--- src/wrc_pkg.sv ---
`timescale 1ns / 1ps
`default_nettype none
package wrc_pkg;

  localparam int unsigned ENTRIES_DEF = 64;
  localparam int unsigned THREADS_DEF = 4;

  localparam logic [31:0] ADDR_TOP = 32'hFFFF_FFFF;
  localparam logic [1:0] FLAG_WRITE = 2'd1;
  localparam logic [1:0] FLAG_READ = 2'd2;

  localparam logic [3:0] CMD_SET0 = 4'd0;
  localparam logic [3:0] CMD_SET3 = 4'd3;
  localparam logic [3:0] CMD_OR_READ = 4'd4;
  localparam logic [3:0] CMD_OR_WRITE = 4'd5;
  localparam logic [3:0] CMD_CLR_READ = 4'd6;
  localparam logic [3:0] CMD_CLR_WRITE = 4'd7;
  localparam logic [3:0] CMD_CHK_WRITE = 4'd8;
  localparam logic [3:0] CMD_CHK_READ = 4'd9;
  localparam logic [3:0] CMD_RESET = 4'd10;

  localparam logic [1:0] ST_DONE = 2'd0;
  localparam logic [1:0] ST_FULL = 2'd1;
  localparam logic [1:0] ST_ORDER = 2'd2;

  typedef enum logic [2:0] {
    OP_HOLD, OP_LOAD, OP_INS, OP_APPLY, OP_MARK, OP_SWAP, OP_WRITE, OP_CLEAR
  } cell_op_t;

  typedef struct packed {
    cell_op_t    op;
    logic        phase;
    logic [3:0]  cmd;
    logic [31:0] a;
    logic [31:0] b;
    logic [31:0] p;
  } cell_ctl_t;

  typedef struct packed {
    logic        valid;
    logic [31:0] start;
    logic [1:0]  flag;
  } link_t;

  function automatic logic [1:0] flag_after(input logic [3:0] cmd, input logic [1:0] old);
    logic [1:0] r;
    case (cmd)
      CMD_OR_READ:   r = old | FLAG_READ;
      CMD_OR_WRITE:  r = old | FLAG_WRITE;
      CMD_CLR_READ:  r = old & ~FLAG_READ;
      CMD_CLR_WRITE: r = old & ~FLAG_WRITE;
      default:       r = cmd[1:0];
    endcase
    return r;
  endfunction

endpackage
`default_nettype wire

--- src/wrc_cell.sv ---
`timescale 1ns / 1ps
`default_nettype none
module wrc_cell #(
  parameter int unsigned IDX = 0,
  parameter int unsigned ENTRIES = 64,
  parameter int unsigned THREADS = 4,
  parameter int unsigned TW = 2,
  parameter int unsigned CW = 7
) (
  input  wire logic              clk,
  input  wire logic              rst,
  input  wire wrc_pkg::cell_ctl_t ctl,
  input  wire logic [TW-1:0]     tsel,
  input  wire logic [CW-1:0]     cnt,
  input  wire wrc_pkg::link_t    lnk_l,
  input  wire logic              gt_l,
  input  wire wrc_pkg::link_t    lnk_r,
  output wrc_pkg::link_t         lnk,
  output logic                   gt,
  output logic                   eq,
  output logic                   hit
);
  import wrc_pkg::*;

  localparam bit FIRST = (IDX == 0);
  localparam bit PAR = (IDX % 2) == 1;

  link_t ld;
  logic [1:0] mask;

  generate
    if (IDX < ENTRIES) begin : g_store
      logic [31:0] st_start [THREADS];
      logic [1:0]  st_flag [THREADS];
      always_ff @(posedge clk) begin
        if (rst) begin
          if (FIRST) begin
            for (int t = 0; t < THREADS; t++) begin
              st_start[t] <= '0;
              st_flag[t] <= '0;
            end
          end
        end else if (ctl.op == OP_WRITE) begin
          st_start[tsel] <= lnk.start;
          st_flag[tsel] <= lnk.flag;
        end else if (ctl.op == OP_CLEAR && FIRST) begin
          st_start[tsel] <= '0;
          st_flag[tsel] <= '0;
        end
      end
      assign ld = '{valid: (32'(cnt) > IDX), start: st_start[tsel], flag: st_flag[tsel]};
    end else begin : g_spare
      assign ld = '{valid: 1'b0, start: '0, flag: '0};
    end
  endgenerate

  assign gt = lnk.valid && (lnk.start > ctl.p);
  assign eq = lnk.valid && (lnk.start == ctl.p);
  assign mask = (ctl.cmd == CMD_CHK_WRITE) ? FLAG_WRITE : FLAG_READ;
  assign hit = lnk.valid && ((lnk.flag & mask) != 2'b00) && (lnk.start <= ctl.b) &&
               (!lnk_r.valid || (lnk_r.start > ctl.a));

  always_ff @(posedge clk) begin
    if (rst) begin
      lnk.valid <= 1'b0;
    end else begin
      case (ctl.op)
        OP_LOAD: lnk <= ld;
        OP_INS: begin
          // shift up past the new boundary, or take it where it lands
          if (gt_l) begin
            lnk <= lnk_l;
          end else if (!FIRST && lnk_l.valid && (!lnk.valid || gt)) begin
            lnk <= '{valid: 1'b1, start: ctl.p, flag: lnk_l.flag};
          end
        end
        OP_APPLY: begin
          if (lnk.valid && lnk.start >= ctl.a && lnk.start <= ctl.b) begin
            lnk.flag <= flag_after(ctl.cmd, lnk.flag);
          end
        end
        OP_MARK: begin
          if (!FIRST && lnk.valid && lnk_l.valid && lnk.flag == lnk_l.flag) begin
            lnk.valid <= 1'b0;
          end
        end
        OP_SWAP: begin
          if (PAR == ctl.phase) begin
            if (!lnk.valid && lnk_r.valid) begin
              lnk <= lnk_r;
            end
          end else if (!FIRST && !lnk_l.valid && lnk.valid) begin
            lnk.valid <= 1'b0;
          end
        end
        default: begin
        end
      endcase
    end
  end

endmodule
`default_nettype wire

--- config.mk ---
export PLATFORM = sky130hd
export DESIGN_NAME = wrc_cell
export DESIGN_NICKNAME = d
export VERILOG_FILES = /design/src/wrc_pkg.sv /design/src/wrc_cell.sv
export SDC_FILE = /design/constraint.sdc
export NUM_CORES = 1
export LEC_CHECK = 0
export ABC_AREA = 1
export BUFFER_PORTS_ARGS = -buffer_cell sky130_fd_sc_hd__buf_4
export CORE_MARGIN = 4
export CORE_UTILIZATION = 45
export CTS_CLUSTER_DIAMETER = 50
export CTS_CLUSTER_SIZE = 8
export DETAILED_ROUTE_END_ITERATION = 8
export PLACE_DENSITY = 0.7
export SETUP_SLACK_MARGIN = 0.5
export SLEW_MARGIN = 15
export SYNTH_ARGS = -nofsm -noshare
export SYNTH_HDL_FRONTEND = slang
export SYNTH_SLANG_ARGS = --single-unit
--- constraint.sdc ---
create_clock -name clk -period 8.2 [get_ports clk]
set_input_delay 2.05 -clock clk [delete_from_list [all_inputs] [get_ports clk]]
set_output_delay 2.05 -clock clk [all_outputs]
set_load 0.02 [all_outputs]
* Word level (Yosys, flattened, before mapping) *
Memories as Yosys holds them, arrays and structs flattened.
Cells that the tools add are included.

storage, ports and cells
  register bits after elaboration = 35
  bits in writable memories = 136
  bits of input ports = 186
  output and inout bits = 38
  logic and storage cells = 80
  memories kept = 2

cells by class
  order comparisons = 5
  equal/unequal tests = 20
  mux-type cells = 25
  bitwise gates (word level) = 4
  reductions and logical operators = 20

memory list
  memory            words  bits a word  read ports  clocked after Yosys merged registers in  write ports  line            text
  g_store.st_start  4      32           1           0                                        4            wrc_cell.sv:33  logic [31:0] st_start [THREADS];
  g_store.st_flag   4      2            1           0                                        4            wrc_cell.sv:34  logic [1:0] st_flag [THREADS];

operator list
  cell                                                            number
  2-to-1 mux 35 bit                                               3
  case mux 33 bit (3 select lines)                                1
  greater-than comparator 32 bit                                  2
  2-to-1 mux 32 bit                                               2
  equality test 32 bit                                            1
  greater-or-equal comparator 32 bit                              1
  <= comparator 32 bit                                            1
  OR reduction 32 bit                                             1
  equality test 4 x 3 -> 1 bit (second input constant)            4
  != test 2 bit (second input constant)                           8
  case mux 2 bit (4 select lines)                                 2
  AND reduction 8 bit                                             2
  2-to-1 mux 2 bit                                                6
  2-to-1 mux 1 bit                                                11
  equality test 3 bit (second input constant)                     3
  logical AND 1 bit                                               8
  greater-than comparator 7 x 1 -> 1 bit (second input constant)  1
  equality test 3 x 2 -> 1 bit (second input constant)            2
  AND reduction 5 bit                                             1
  equality test 4 bit (second input constant)                     1
  AND reduction 4 bit                                             1
  nonzero test 4 bit                                              1
  equality test 3 x 1 -> 1 bit (second input constant)            1
  nonzero test 3 bit                                              1
  7 further kinds                                                 9

* Depth between registers and ports, before layout *
  word-level depth = 8
  gate-level depth with buffers = 18
  depth with buffers taken out = 18

* Worst setup path after synthesis *
Ideal clock, no wire load.

  path kind = input-to-output
  from = input ctl[95] in the netlist's numbering
  to = output hit
  arrival time = 3.429 ns
  data required time = 6.150 ns
  setup slack = 2.721 ns
  cell stages on the path = 10
  buffers on the path = 0
  cells stage by stage = inv_1 ha_1 nand2_1 nor2_1 nand4_1 nor4_1 nand2_1 nand2_1 nand2_1 a21oi_1

on the way
  word-level cells in the longest chain between the ends = 3

ends and longest elaborated chain
  element                         line            text
  from (decl)                     wrc_cell.sv:12  input wire wrc_pkg::cell_ctl_t ctl,
  greater-than comparator 32 bit  wrc_cell.sv:61  (!lnk_r.valid || (lnk_r.start > ctl.a));
  logical OR 1 bit                wrc_cell.sv:61
  logical AND 1 bit               wrc_cell.sv:60  assign hit = lnk.valid && ((lnk.flag & mask) != 2'b00) && (lnk.start <= ctl.b) &&
  to (decl)                       wrc_cell.sv:21  output logic hit

Every way passes these cells.

* Final worst setup path *
Same ends and word-level chain as after synthesis.

==> metrics <==
status=complete, no violations; dominant synthesized flop cell=edfxtp_1; register bit total from synthesis=approximately 170; Crit Reg-Reg Endpoint=lnk[0]; yosys warns=0; H-tree depth=4; CP top delay family=simple AND/OR/NAND/NOR gates; Initial Util=0.462; Placed Cells incl. Taps=about 1800; antenna violations before repair=0; Area Growth Syn to Fin=23.5%; Post-Syn Nets=1579; PortBufs=223; WL final=33500 µm; Peak supply drop=0.140 mV; M1 WL=about 14000 µm; Cell Chain, Critical Path=buf_4 > inv_1 > ha_1 > nand2_1 > nor2_1 > nand4_1 > nor4_1 > nand2_1 > nand2_1 > nand2_1 > a21oi_1 > buf_4; most common cell in the netlist=nand2_1; Starting DRT DRC Count=826; hold_sp=g_store.st_start[0][5]; routed wl met3=2190 µm; clk_skew=around 0.014 ns; WHS Path Cells=4; setup TNS=0 ns; Async SR Flop Fraction=0; first-pass GRT wire length=50400 µm; data required time of the worst path=6.15 ns; CP Max Fanout=2; number of synthesized flops with an enable pin=170; ranking of synthesized cells by area=edfxtp_1 47%, ha_1 15%, nand2_1 9.1%, nor2_1 6.1%, inv_1 5.5%; worst path bufs/invs=3; Placer Congestion=0.896; DP HPWL=24100 µm; Pwr Density=between 150 and 200 nW/µm²; share of cells above drive strength 1=0.189; Sw Share=0.286; worst rel slew slack=0.241; Critical Path Max Stage Delay=0.55 ns; vias in the first global route=9462; post-synthesis sequential area ratio=0.468; Worst R2R Start=lnk[31]; RSZ-0062 raised after global routing=no; Post-synth top cells=266 x nand2_1, 179 x nor2_1, 170 x edfxtp_1; Reg power frac=0.469; Clock Sinks=around 170; post-CTS setup buffer count=0; Final Instance Count excl. Fillers=1805; layout net count=around 1800; worst-margin pin slew=1.14 ns; DR vias/cell=5.39; post-cts repair resize count=0; Final period util=0.757; first drt pass iteration count=5; crit start category=input port; Post-Syn Area per Cell=slightly below 9 µm²; Finished Core Util=0.571; core area=~24000 µm²; TritonCTS clock tree=yes; Routed met2 length=16700 µm; number of max-cap violations=0; io pins=between 200 and 250; GRT Overall Usage=0.245; Internal Power=between 1500 and 2000 µW; Combinational Power Share=0.176; Die Area=26900 µm²; drt drc=0; gr ovfl total=0; wire length per cell=around 19 µm; area of the multi-input gates=approximately 5000 µm²; Slew Limit Fails=0; WP data arrival=4.15 ns; Top cell by count, worst path=nand2_1; # setup viols final=0; CTS Buf Count=17; WHS Endpoint=lnk[7]; FILL cells=2183; worst-skew pair later-pin latency=0.44 ns; root buf cell=clkbuf_16; Cell variety after synth=34; CTS hold repair buffers=0; Synth top area share=0.467; number of routed nets with antenna violations=0; Post-Syn Area=10900 µm²; synthesized instance count=between 1000 and 1500; Register Area=roughly 5000 µm²; hold_ws=0.666 ns; Die Ht=164 µm; Crit. End Element=output pin; Rows=56; FMAX=161 MHz; Setup Crit Path Kind=input port to output pin; clk buf depth=2; Clock transition at path regs=0.07 ns; P_sw=629 µW; Max Used Layer=met4; Hold WC Path Type=flip-flop to flip-flop; r2r setup slk=5.64 ns; Leakage=0.00633 µW; Clk network pwr share=0.356; Worst R2R Path Depth=11; pin count of the biggest net entering global routing=105; Final Hold Viols=0; Vias=9733; Die Wd=164 µm; top cell type by total area after synthesis=edfxtp_1; Worst path slowest cell=nor4_1; Final min period=6.20 ns
-- through the flow --
stage,power (µW),worst slack [ns],area (µm²)
floorplan,1260,2.72,10900
global placement,1430,2.05,12900
detailed placement,1440,2.01,12900
CTS,2210,2.01,13500
global route,2290,1.88,13500
finish,2200,2.00,13500
-- cells by family after synthesis --
logic type / after synthesis / synth area share
buffers and inverters: 213 / 0.0747
and+or+nand+nor: 549 / 0.205
DFF: 171 / 0.468
AOI/OAI and AO/OA: 204 / 0.106
adders and majority gates: 128 / 0.146
-- sequential cells by signal (all words and copies together), names as in the netlist --
signal / count
lnk: 35
g_store.st_start: 128
g_store.st_flag: 8
-- metal layers --
| metal | vias to the layer above | track usage |
|---|---|---|
| li1 | 4709 | - |
| met1 | 4644 | 0.316 |
| met2 | 331 | 0.422 |
| met3 | 49 | 0.0346 |
| met4 | 0 | 0.0865 |
| met5 | - | 0 |
-- area by class of cell --
class	count	area share
diodes	1	0.000185
well taps	319	0.0295
clock inverters	14	0.0107
repair buffers	234	0.130
flip-flops and latches	171	0.379
clock buffers	18	0.0318
multi-input cells	881	0.372
inverters	167	0.0464
-- power groups by stage --
| stage | combinational, µW | sequential, µW | clock, µW |
|---|---|---|---|
| 2_1_floorplan | 209 | 1050 | 0 |
| 5_1_grt | 436 | 1040 | 823 |
| 3_5_place_dp | 386 | 1050 | 0 |
| 6_report | 387 | 1030 | 784 |
| 4_1_cts | 388 | 1030 | 788 |
| 3_3_place_gp | 377 | 1050 | 0 |
-- cells in the final DEF (no fill, tap or decap), drive strengths merged, types with 2 or more instances in the layout --
cell and n:
clkinv 4, inv 177, clkbuf 18, a21o 2, nand3b 2, nor3 6
nand3 74, nand2 266, nor3b 2, nor4 4, o21ai 51, a211oi 3
edfxtp 170, ha 128, nand4 12, a21oi 101, o21a 6, a22oi 33
o211ai 4, nor2 182, buf 234
-- worst max-delay path by stage --
stage,cells after the start,to,slack [ns],start
floorplan,10,hit,2.72,ctl[95]
global placement,12,hit,2.05,ctl[95]
detailed placement,12,hit,2.01,ctl[95]
CTS,12,hit,2.01,ctl[95]
global route,12,hit,1.88,ctl[95]
finish,12,hit,2.00,ctl[95]
-- worst reg2reg max path, stage by stage, from the launching register on --
cell and delay, ns:
edfxtp_1 0.53, ha_1 0.36, nand2_1 0.06, nor2_1 0.14, nand2_1 0.09, nor4_1 0.50, nand2_1 0.10, nand2_1 0.14
nand2_1 0.09, nand2_1 0.06, nand2_1 0.06, nor2_1 0.12
No activity file was read; power rests on OpenSTA's default activity.
